[src/design/cbq_pkg.sv]
`timescale 1ns / 1ps
// cbq_pkg: shared widths, codes, microcode word and program rom for the
// cascaded biquad filter; no dependencies

package cbq_pkg;

  // field widths fixed by the interface
  localparam int SAMPLE_W      = 16;
  localparam int COEF_W        = 18;
  localparam int GAIN_W        = 16;
  localparam int COEF_IDX_W    = 6;
  localparam int NUM_STAGES_W  = 4;
  localparam int CFG_IDX_W     = 1;
  localparam int CFG_DATA_W    = 16;
  localparam int MAX_STAGES_DEF = 8;
  localparam int TAPS          = 5;

  // datapath widths: one 18x16 product, five of them summed
  localparam int PROD_W = COEF_W + SAMPLE_W;
  localparam int ACC_W  = PROD_W + 3;

  // rounding shifts: Q6.31 sum down to Q1.15, Q5.27 gain product down to Q1.15
  localparam int STAGE_SHIFT = 16;
  localparam int GAIN_SHIFT  = 12;

  localparam logic signed [ACC_W-1:0] SAT_HI = ACC_W'(32767);
  localparam logic signed [ACC_W-1:0] SAT_LO = -(ACC_W'(32768));

  // reset values of the configuration registers
  localparam logic [NUM_STAGES_W-1:0] NUM_STAGES_RST = NUM_STAGES_W'(1);
  localparam logic [GAIN_W-1:0]       GAIN_RST       = GAIN_W'(4096);

  // configuration register indexes
  typedef enum logic [CFG_IDX_W-1:0] {
    CFG_NUM_STAGES = 1'b0,
    CFG_GAIN       = 1'b1
  } cfg_idx_t;

  // request opcodes
  typedef enum logic {
    OP_FILTER = 1'b0,
    OP_COEF   = 1'b1
  } op_t;

  // multiplier operand selection
  typedef enum logic [2:0] {
    MUL_NONE,
    MUL_X,
    MUL_H1A,
    MUL_H2A,
    MUL_H1B,
    MUL_H2B,
    MUL_GAIN
  } mul_sel_t;

  // accumulator operation
  typedef enum logic [1:0] {
    ACC_NONE,
    ACC_LOAD,
    ACC_ADD,
    ACC_SUB
  } acc_op_t;

  // branch conditions: when true jump to target, else fall through
  typedef enum logic [2:0] {
    BR_NEXT,
    BR_ALWAYS,
    BR_WAIT_IN,
    BR_MORE_STAGES,
    BR_OUT_WAIT,
    BR_MORE_COLS
  } br_cond_t;

  localparam int UPC_W = 4;
  typedef logic [UPC_W-1:0] upc_t;

  // program addresses
  localparam upc_t UPC_IDLE     = 4'd0;
  localparam upc_t UPC_STAGE    = 4'd1;
  localparam upc_t UPC_RD_B0    = 4'd1;
  localparam upc_t UPC_RD_B1    = 4'd2;
  localparam upc_t UPC_RD_B2    = 4'd3;
  localparam upc_t UPC_RD_A1    = 4'd4;
  localparam upc_t UPC_RD_A2    = 4'd5;
  localparam upc_t UPC_MAC_A2   = 4'd6;
  localparam upc_t UPC_ACC_A2   = 4'd7;
  localparam upc_t UPC_STG_END  = 4'd8;
  localparam upc_t UPC_GAIN_MUL = 4'd9;
  localparam upc_t UPC_GAIN_OUT = 4'd10;
  localparam upc_t UPC_FLUSH    = 4'd11;
  localparam upc_t UPC_DONE     = 4'd12;

  typedef struct packed {
    logic     rd_en;
    logic [2:0] pos;
    mul_sel_t mul;
    acc_op_t  acc;
    logic     stage_end;
    logic     gain_out;
    logic     flush;
    logic     done;
    br_cond_t cond;
    upc_t     target;
  } ucode_t;

  localparam ucode_t UCODE_NOP = '{
    rd_en: 1'b0, pos: 3'd0, mul: MUL_NONE, acc: ACC_NONE,
    stage_end: 1'b0, gain_out: 1'b0, flush: 1'b0, done: 1'b0,
    cond: BR_ALWAYS, target: UPC_IDLE
  };

  typedef struct packed {
    logic                       clip;
    logic signed [SAMPLE_W-1:0] value;
  } sat_res_t;

  // program rom: one biquad section is steps 1..8, then gain and history sweep
  function automatic ucode_t ucode_rom(input upc_t upc);
    ucode_t uw;
    uw = UCODE_NOP;
    uw.cond = BR_NEXT;
    case (upc)
      UPC_IDLE: begin
        uw.cond   = BR_WAIT_IN;
        uw.target = UPC_IDLE;
      end
      UPC_RD_B0: begin
        uw.rd_en = 1'b1; uw.pos = 3'd0;
      end
      UPC_RD_B1: begin
        uw.rd_en = 1'b1; uw.pos = 3'd1; uw.mul = MUL_X;
      end
      UPC_RD_B2: begin
        uw.rd_en = 1'b1; uw.pos = 3'd2; uw.mul = MUL_H1A; uw.acc = ACC_LOAD;
      end
      UPC_RD_A1: begin
        uw.rd_en = 1'b1; uw.pos = 3'd3; uw.mul = MUL_H2A; uw.acc = ACC_ADD;
      end
      UPC_RD_A2: begin
        uw.rd_en = 1'b1; uw.pos = 3'd4; uw.mul = MUL_H1B; uw.acc = ACC_ADD;
      end
      UPC_MAC_A2: begin
        uw.mul = MUL_H2B; uw.acc = ACC_SUB;
      end
      UPC_ACC_A2: begin
        uw.acc = ACC_SUB;
      end
      UPC_STG_END: begin
        uw.stage_end = 1'b1;
        uw.cond      = BR_MORE_STAGES;
        uw.target    = UPC_STAGE;
      end
      UPC_GAIN_MUL: begin
        uw.mul = MUL_GAIN;
      end
      UPC_GAIN_OUT: begin
        uw.gain_out = 1'b1;
        uw.cond     = BR_OUT_WAIT;
        uw.target   = UPC_GAIN_OUT;
      end
      UPC_FLUSH: begin
        uw.flush  = 1'b1;
        uw.cond   = BR_MORE_COLS;
        uw.target = UPC_FLUSH;
      end
      UPC_DONE: begin
        uw.done   = 1'b1;
        uw.cond   = BR_ALWAYS;
        uw.target = UPC_IDLE;
      end
      default: begin
        uw = UCODE_NOP;
      end
    endcase
    return uw;
  endfunction

  // round half up by 2^sh, then clip to 16 bits
  function automatic sat_res_t round_sat(input logic signed [ACC_W-1:0] v, input int sh);
    logic signed [ACC_W-1:0] half;
    logic signed [ACC_W-1:0] r;
    sat_res_t res;
    half = '0;
    half[sh-1] = 1'b1;
    r = (v + half) >>> sh;
    if (r > SAT_HI) begin
      res.clip  = 1'b1;
      res.value = 16'sh7fff;
    end else if (r < SAT_LO) begin
      res.clip  = 1'b1;
      res.value = 16'sh8000;
    end else begin
      res.clip  = 1'b0;
      res.value = r[SAMPLE_W-1:0];
    end
    return res;
  endfunction

endpackage

[src/design/cbq_ram.sv]
`timescale 1ns / 1ps
// cbq_ram: generic single write port ram with one registered read port
// depends on cbq_pkg for default sizes

module cbq_ram import cbq_pkg::*; #(
  parameter int WIDTH = COEF_W,
  parameter int DEPTH = TAPS * MAX_STAGES_DEF
) (
  input  logic                     clk,
  input  logic                     we,
  input  logic [$clog2(DEPTH)-1:0] waddr,
  input  logic [WIDTH-1:0]         wdata,
  input  logic                     re,
  input  logic [$clog2(DEPTH)-1:0] raddr,
  output logic [WIDTH-1:0]         rdata
);

  logic [WIDTH-1:0] mem [DEPTH];

  // write port and registered read port
  always_ff @(posedge clk) begin
    if (we) begin
      mem[waddr] <= wdata;
    end
    if (re) begin
      rdata <= mem[raddr];
    end
  end

endmodule

[src/design/cascaded_biquad_iir_filter.sv]
`timescale 1ns / 1ps
// cascaded_biquad_iir_filter: direct form I biquad cascade run by a microcoded
// sequencer over one shared multiplier; depends on cbq_pkg and cbq_ram
//
//  channel | handshake          | payload
//  in      | in_valid/in_stall  | op, sample, last_in_block, coef_index, coef_value
//  out     | out_valid/out_stall| filtered_sample, block_end, saturated
//  cfg     | cfg_write_en       | cfg_index, cfg_data
//
// a sample request runs eight program steps per active section on the one
// multiplier, then gain, then a sweep that rotates the history until every
// column has turned once; a coefficient request is written as it is taken.
// a finished result waits in the output register while the next request runs;
// the sequencer only holds at the gain step if that register is still full.
// synchronous reset restores the register defaults, clears history and marks
// every coefficient entry as zero.

module cascaded_biquad_iir_filter import cbq_pkg::*; #(
  parameter int MAX_STAGES = MAX_STAGES_DEF
) (
  input  logic                          clk,
  input  logic                          rst,
  input  logic                          in_valid,
  output logic                          in_stall,
  input  logic                          op,
  input  logic signed [SAMPLE_W-1:0]    sample,
  input  logic                          last_in_block,
  input  logic [COEF_IDX_W-1:0]         coef_index,
  input  logic signed [COEF_W-1:0]      coef_value,
  output logic                          out_valid,
  input  logic                          out_stall,
  output logic signed [SAMPLE_W-1:0]    filtered_sample,
  output logic                          block_end,
  output logic                          saturated,
  input  logic                          cfg_write_en,
  input  logic [CFG_IDX_W-1:0]          cfg_index,
  input  logic [CFG_DATA_W-1:0]         cfg_data
);

  localparam int NCOEF = TAPS * MAX_STAGES;
  localparam int NCOL  = MAX_STAGES + 1;
  localparam int CA_W  = $clog2(NCOEF);
  localparam int COL_W = $clog2(NCOL + 1);

  // configuration
  logic [NUM_STAGES_W-1:0]   num_stages;
  logic signed [GAIN_W-1:0]  gain;

  // sequencer
  upc_t   upc, upc_next;
  ucode_t uw;

  // datapath
  logic [COL_W-1:0]           col, col_inc, n_eff;
  logic [CA_W-1:0]            coef_base, coef_raddr;
  logic [COEF_W-1:0]          coef_rdata;
  logic                       coef_valid [NCOEF];
  logic                       coef_ok;
  logic signed [COEF_W-1:0]   mul_a;
  logic signed [SAMPLE_W-1:0] mul_b;
  logic signed [PROD_W-1:0]   prod;
  logic signed [ACC_W-1:0]    prod_ext, acc;
  logic signed [SAMPLE_W-1:0] x_cur;
  logic signed [SAMPLE_W-1:0] h1 [NCOL];
  logic signed [SAMPLE_W-1:0] h2 [NCOL];
  logic                       last_q, sat_q;
  sat_res_t                   stage_y, gain_y;

  logic in_acc, sample_go, coef_go, out_block;

  // request handshake
  assign in_stall  = (upc != UPC_IDLE);
  assign in_acc    = in_valid && !in_stall;
  assign sample_go = in_acc && (op == OP_FILTER);
  assign coef_go   = in_acc && (op == OP_COEF) && (int'(coef_index) < NCOEF);
  assign out_block = out_valid && out_stall;

  // configuration writes
  always_ff @(posedge clk) begin
    if (rst) begin
      num_stages <= NUM_STAGES_RST;
      gain       <= GAIN_RST;
    end else if (cfg_write_en) begin
      case (cfg_index)
        CFG_NUM_STAGES: num_stages <= cfg_data[NUM_STAGES_W-1:0];
        CFG_GAIN:       gain       <= cfg_data[GAIN_W-1:0];
        default:        ;
      endcase
    end
  end

  // effective section count, clamped to 1..MAX_STAGES
  always_comb begin
    if (num_stages == '0) begin
      n_eff = COL_W'(1);
    end else if (int'(num_stages) > MAX_STAGES) begin
      n_eff = COL_W'(MAX_STAGES);
    end else begin
      n_eff = COL_W'(num_stages);
    end
  end

  // control word fetch
  assign uw      = ucode_rom(upc);
  assign col_inc = col + COL_W'(1);

  // next program step
  always_comb begin
    case (uw.cond)
      BR_NEXT:        upc_next = upc + upc_t'(1);
      BR_ALWAYS:      upc_next = uw.target;
      BR_WAIT_IN:     upc_next = sample_go ? upc + upc_t'(1) : uw.target;
      BR_MORE_STAGES: upc_next = (col_inc != n_eff) ? uw.target : upc + upc_t'(1);
      BR_OUT_WAIT:    upc_next = out_block ? uw.target : upc + upc_t'(1);
      BR_MORE_COLS:   upc_next = (col_inc != COL_W'(NCOL)) ? uw.target : upc + upc_t'(1);
      default:        upc_next = UPC_IDLE;
    endcase
  end

  always_ff @(posedge clk) begin
    if (rst) begin
      upc <= UPC_IDLE;
    end else begin
      upc <= upc_next;
    end
  end

  // coefficient store
  assign coef_raddr = coef_base + CA_W'(uw.pos);

  cbq_ram #(
    .WIDTH (COEF_W),
    .DEPTH (NCOEF)
  ) u_coef_ram (
    .clk   (clk),
    .we    (coef_go),
    .waddr (CA_W'(coef_index)),
    .wdata (coef_value),
    .re    (uw.rd_en),
    .raddr (coef_raddr),
    .rdata (coef_rdata)
  );

  // written marks: an entry never written reads as zero
  always_ff @(posedge clk) begin
    if (rst) begin
      for (int i = 0; i < NCOEF; i++) begin
        coef_valid[i] <= 1'b0;
      end
      coef_ok <= 1'b0;
    end else begin
      if (coef_go) begin
        coef_valid[CA_W'(coef_index)] <= 1'b1;
      end
      if (uw.rd_en) begin
        coef_ok <= coef_valid[coef_raddr];
      end
    end
  end

  // multiplier operands
  always_comb begin
    mul_a = coef_ok ? coef_rdata : '0;
    case (uw.mul)
      MUL_X:    mul_b = x_cur;
      MUL_H1A:  mul_b = h1[0];
      MUL_H2A:  mul_b = h2[0];
      MUL_H1B:  mul_b = h1[1];
      MUL_H2B:  mul_b = h2[1];
      MUL_GAIN: begin
        mul_a = {{(COEF_W-GAIN_W){gain[GAIN_W-1]}}, gain};
        mul_b = x_cur;
      end
      default:  mul_b = '0;
    endcase
  end

  assign prod_ext = {{(ACC_W-PROD_W){prod[PROD_W-1]}}, prod};
  assign stage_y  = round_sat(acc, STAGE_SHIFT);
  assign gain_y   = round_sat(prod_ext, GAIN_SHIFT);

  // product register and accumulator
  always_ff @(posedge clk) begin
    if (uw.mul != MUL_NONE) begin
      prod <= mul_a * mul_b;
    end
    case (uw.acc)
      ACC_LOAD: acc <= prod_ext;
      ACC_ADD:  acc <= acc + prod_ext;
      ACC_SUB:  acc <= acc - prod_ext;
      default:  ;
    endcase
  end

  // section counters, current value and flags
  always_ff @(posedge clk) begin
    if (rst) begin
      col       <= '0;
      coef_base <= '0;
      sat_q     <= 1'b0;
    end else if (sample_go) begin
      col       <= '0;
      coef_base <= '0;
      sat_q     <= 1'b0;
    end else if (uw.stage_end) begin
      col       <= col_inc;
      coef_base <= coef_base + CA_W'(TAPS);
      sat_q     <= sat_q | stage_y.clip;
    end else if (uw.flush) begin
      col       <= col_inc;
    end
  end

  always_ff @(posedge clk) begin
    if (sample_go) begin
      x_cur  <= sample;
      last_q <= last_in_block;
    end else if (uw.stage_end) begin
      x_cur  <= stage_y.value;
    end else if (uw.flush) begin
      x_cur  <= '0;
    end
  end

  // history: column under work sits at index 0, rotated once per section and sweep step
  always_ff @(posedge clk) begin
    if (rst) begin
      for (int i = 0; i < NCOL; i++) begin
        h1[i] <= '0;
        h2[i] <= '0;
      end
    end else if (uw.done && last_q) begin
      for (int i = 0; i < NCOL; i++) begin
        h1[i] <= '0;
        h2[i] <= '0;
      end
    end else if (uw.stage_end || uw.flush) begin
      for (int i = 0; i < NCOL - 1; i++) begin
        h1[i] <= h1[i+1];
        h2[i] <= h2[i+1];
      end
      h1[NCOL-1] <= x_cur;
      h2[NCOL-1] <= h1[0];
    end
  end

  // output register
  always_ff @(posedge clk) begin
    if (rst) begin
      out_valid <= 1'b0;
    end else if (uw.gain_out && !out_block) begin
      out_valid <= 1'b1;
    end else if (out_valid && !out_stall) begin
      out_valid <= 1'b0;
    end
  end

  always_ff @(posedge clk) begin
    if (uw.gain_out && !out_block) begin
      filtered_sample <= gain_y.value;
      block_end       <= last_q;
      saturated       <= sat_q | gain_y.clip;
    end
  end

  // a new result only appears from the gain step
  a_out_from_gain: assert property (@(posedge clk) disable iff (rst)
    $rose(out_valid) |-> $past(upc) == UPC_GAIN_OUT)
    else $error("result raised outside the gain step");

  // every history column has been rotated exactly once when a request ends
  a_sweep_complete: assert property (@(posedge clk) disable iff (rst)
    upc == UPC_DONE |-> col == COL_W'(NCOL))
    else $error("history sweep incomplete at end of request");

  // last sample of a block leaves history cleared
  a_block_clear: assert property (@(posedge clk) disable iff (rst)
    (upc == UPC_DONE && last_q) |=> (h1[0] == '0 && h2[0] == '0 && h1[1] == '0))
    else $error("history not cleared after block end");

  // an accepted sample starts at the first section with the section count cleared
  a_idle_count: assert property (@(posedge clk) disable iff (rst)
    sample_go |=> upc == UPC_STAGE && col == '0)
    else $error("sample started with stale section count");

endmodule

[config.mk]
export PLATFORM = sky130hd
export DESIGN_NAME = cascaded_biquad_iir_filter
export DESIGN_NICKNAME = d
export VERILOG_FILES = /design/src/design/cbq_pkg.sv /design/src/design/cbq_ram.sv /design/src/design/cascaded_biquad_iir_filter.sv
export SDC_FILE = /design/constraint.sdc
export NUM_CORES = 2
export LEC_CHECK = 0
export ABC_AREA = 1
export BUFFER_PORTS_ARGS = -buffer_cell sky130_fd_sc_hd__buf_2
export CAP_MARGIN = 10
export CORE_ASPECT_RATIO = 0.7
export CORE_MARGIN = 2
export CORE_UTILIZATION = 58
export DETAILED_ROUTE_END_ITERATION = 12
export PLACE_DENSITY = 0.77
export SYNTH_ARGS = -nofsm -noshare
export SYNTH_HDL_FRONTEND = slang
export SYNTH_SLANG_ARGS = --single-unit
[constraint.sdc]
create_clock -name clk -period 10.4 [get_ports clk]
set_input_delay 0 -clock clk [delete_from_list [all_inputs] [get_ports clk]]
set_output_delay 0 -clock clk [all_outputs]
set_load 0.01 [all_outputs]
==> flow_metrics.tcl <==
set metrics [dict create \
    grt_max_degree 245 \
    cts-resized-gates 0 \
    clk_pin_slew_ps 70 \
    num_vias 46900 \
    crit_buf_inv 5 \
    drive_above_1_share_pct 7.12 \
    yosysMostFrequentCell "edfxtp_1" \
    required_ps 10950 \
    ctsHoldBuffers 75 \
    async_flop_share_pct 0 \
    final.period_utilization_pct 85.9 \
    total_power_mw 10.5 \
    finalSetupViolCount 0 \
    yosys.area.top_type "edfxtp_1" \
    cap_violations 0 \
    period_needed_ps 8930 \
    drt_iter0_markers 6926 \
    synth.area.top_cells "edfxtp_1, fa_1, nor2_1" \
    cts_root_buf "clkbuf_16" \
    ys_seq_area_share_pct 55.4 \
    slew_viol_final 0 \
    htree_levels 3 \
    synth_top_flop_cell "edfxtp_1" \
    drc_errors 0 \
    postSynthAreaPerCell_um2 10.2 \
    synth_edf_count 1132 \
    grt_antenna_before_repair 5 \
    port_buffers 83 \
    rsz0062_at_grt "no" \
    slew_headroom_pct 16.5 \
    cts_tree "built" \
    ys_ff_latch 1233 \
    crit_arrival_ps 9480 \
    path_class "reg2reg" \
    ys_warn_count 0 \
    place.gp.congestion 1.05 \
    worstHoldPathType "in2reg" \
    endpoint_kind "register" \
    cpMostUsedCell "fa_1" \
    grt_pass1_vias 44300 \
    dieHeight_um 284 \
    grt_pass1_wl_um 277000 \
    drt.antenna.violating_nets 0 \
    clock_path_buffers 3 \
    viasPerCell 5.91 \
    dp_hpwl_um 125000 \
    syn_to_final_growth_pct 9.47 \
    nets 6884 \
    wl_per_cell_um 23.2 \
    crit_slowest_cell "fa_1" \
    rows 102 \
    cts_buffers 111 \
    overflow 0 \
    synth_area_um2 65000 \
    power.density_nw_per_um2 147 \
    cts.sinks 1233 \
    syn-num-nets 6848 \
    start_util_pct 58.6 \
    synthCells 6356 \
    tightestPinTransition_ps 1250 \
    grt_use_total_pct 32.1 \
    ys_types 59 \
    p_leak_nw 28.5 \
    wl_um 184000 \
    synth_top_area_share_pct 52.3 \
    critPathMaxFanout 42 \
    clk_latency_ps 750 \
    setup_tns_ps 0 \
    status "completed" \
    ir_worst_vdd_uv 127 \
    hold_viol 0 \
    finClkSkew_ps 58.4 \
    drt-pass1-iter-count 8 \
    path_delay_family "adder cells" \
    cp-start-kind "register" \
    io_pins 84 \
    die-area_um2 115000 \
    cts_setup_buffers 0 \
    core_um2 111000 \
    fmax_ghz 0.112 \
    die_w_um 404 \
    yosys-top-cells-count "edfxtp_1, nor2_1, inv_1" \
    critPathMaxStageDelay_ps 630 \
]
[layer usage]
metal | vias up | GRT usage (%) | wire (um)
met2 | 3007 | 41.9 | 72600
met1 | 22500 | 51.0 | 78900
li1 | 21100 | - | -
met3 | 298 | 11.2 | 28500
met4 | 6 | 6.97 | 4110
met5 | - | 0.376 | 82
[power breakdown]
part	switching (mW)	internal, mW
clock	1.91	2.38
sequential	0.0443	5.48
combinational	0.493	0.170
[area by class of cell]
class | instances | area (um2)
Antenna cell | 1 | 2.50
Clock buffer | 147 | 3080
Clock inverter | 64 | 723
Fill cell | 8565 | 39700
Inverter | 919 | 3470
Multi-Input combinational cell | 3908 | 24400
Sequential cell | 1233 | 36000
Tap cell | 1456 | 1820
Timing Repair Buffer | 219 | 1700
[cells by family after synthesis]
group | after synthesis | share of synthesized area (%)
AOI/OAI and AO/OA | 1071 | 9.52
xor gates and xnor gates | 125 | 1.68
adders and majority gates | 428 | 11.6
buffers and inverters | 1215 | 7.38
DFF | 1233 | 55.4
and+or+nand+nor | 2284 | 14.4
[flip-flops by register name (all words and copies together) (netlist names), 4 cells and up]
| name | cells |
|---|---|
| num_stages | 4 |
| gain | 16 |
| filtered_sample | 16 |
| acc | 37 |
| col | 4 |
| u_coef_ram.mem | 720 |
| h2 | 144 |
| coef_valid | 64 |
| prod | 34 |
| x_cur | 16 |
| u_coef_ram.rdata | 18 |
| h1 | 144 |
| upc | 4 |
| coef_base | 6 |
[placed cells by master, fill, tap and decap left out, drive strengths merged, types with 3 or more instances in the layout]
| master | instances |
|---|---|
| a21boi | 3 |
| a21o | 11 |
| a21oi | 214 |
| a31oi | 14 |
| and2 | 47 |
| buf | 144 |
| bufinv | 11 |
| clkbuf | 147 |
| clkinv | 46 |
| clkinvlp | 3 |
| dfxtp | 101 |
| dlygate4sd3 | 75 |
| edfxtp | 1132 |
| fa | 292 |
| ha | 136 |
| inv | 923 |
| nand2 | 862 |
| nand3 | 207 |
| nand3b | 6 |
| nand4 | 28 |
| nor2 | 1083 |
| nor3 | 37 |
| nor3b | 4 |
| nor4 | 5 |
| o211ai | 23 |
| o21a | 25 |
| o21ai | 551 |
| o21bai | 7 |
| o221ai | 72 |
| o22ai | 142 |
| o31ai | 4 |
| or2 | 5 |
| xnor2 | 34 |
| xor2 | 91 |
[through the flow]
stage                     util [%]  setup WS [ps]  area, um2  cells  hold WS, ps
after global routing          64.2            987      71200   7947         77.0
after detailed placement      60.1           1700      66600   7657          182
final                         64.2           1470      71200   7947         54.6
after CTS                     64.2           1700      71200   7943         14.1
after global placement        60.1           1790      66600   7657          178
after floorplan                  -           3210      65000   6356         98.9
[tightest hold or removal path: stages]
cell,delay (ps)
buf_2,100
nor3_1,50
inv_1,270
nor2_2,160
[path summary, 6_finish.rpt]
path                               start  depth (start not counted)                               to  slack [ps]
setup / recovery       upc[2]$_SDFF_PP0_                         28               prod[20]$_DFFE_PP_        1470
hold / removal             coef_index[3]                          4  u_coef_ram.mem[22][9]$_DFFE_PP_          50
setup reg to reg       upc[2]$_SDFF_PP0_                         28               prod[20]$_DFFE_PP_        1470
hold reg to reg   coef_valid[42]$_DFF_P_                          0           coef_valid[42]$_DFF_P_         350
Power figures use the tool's default switching activity.
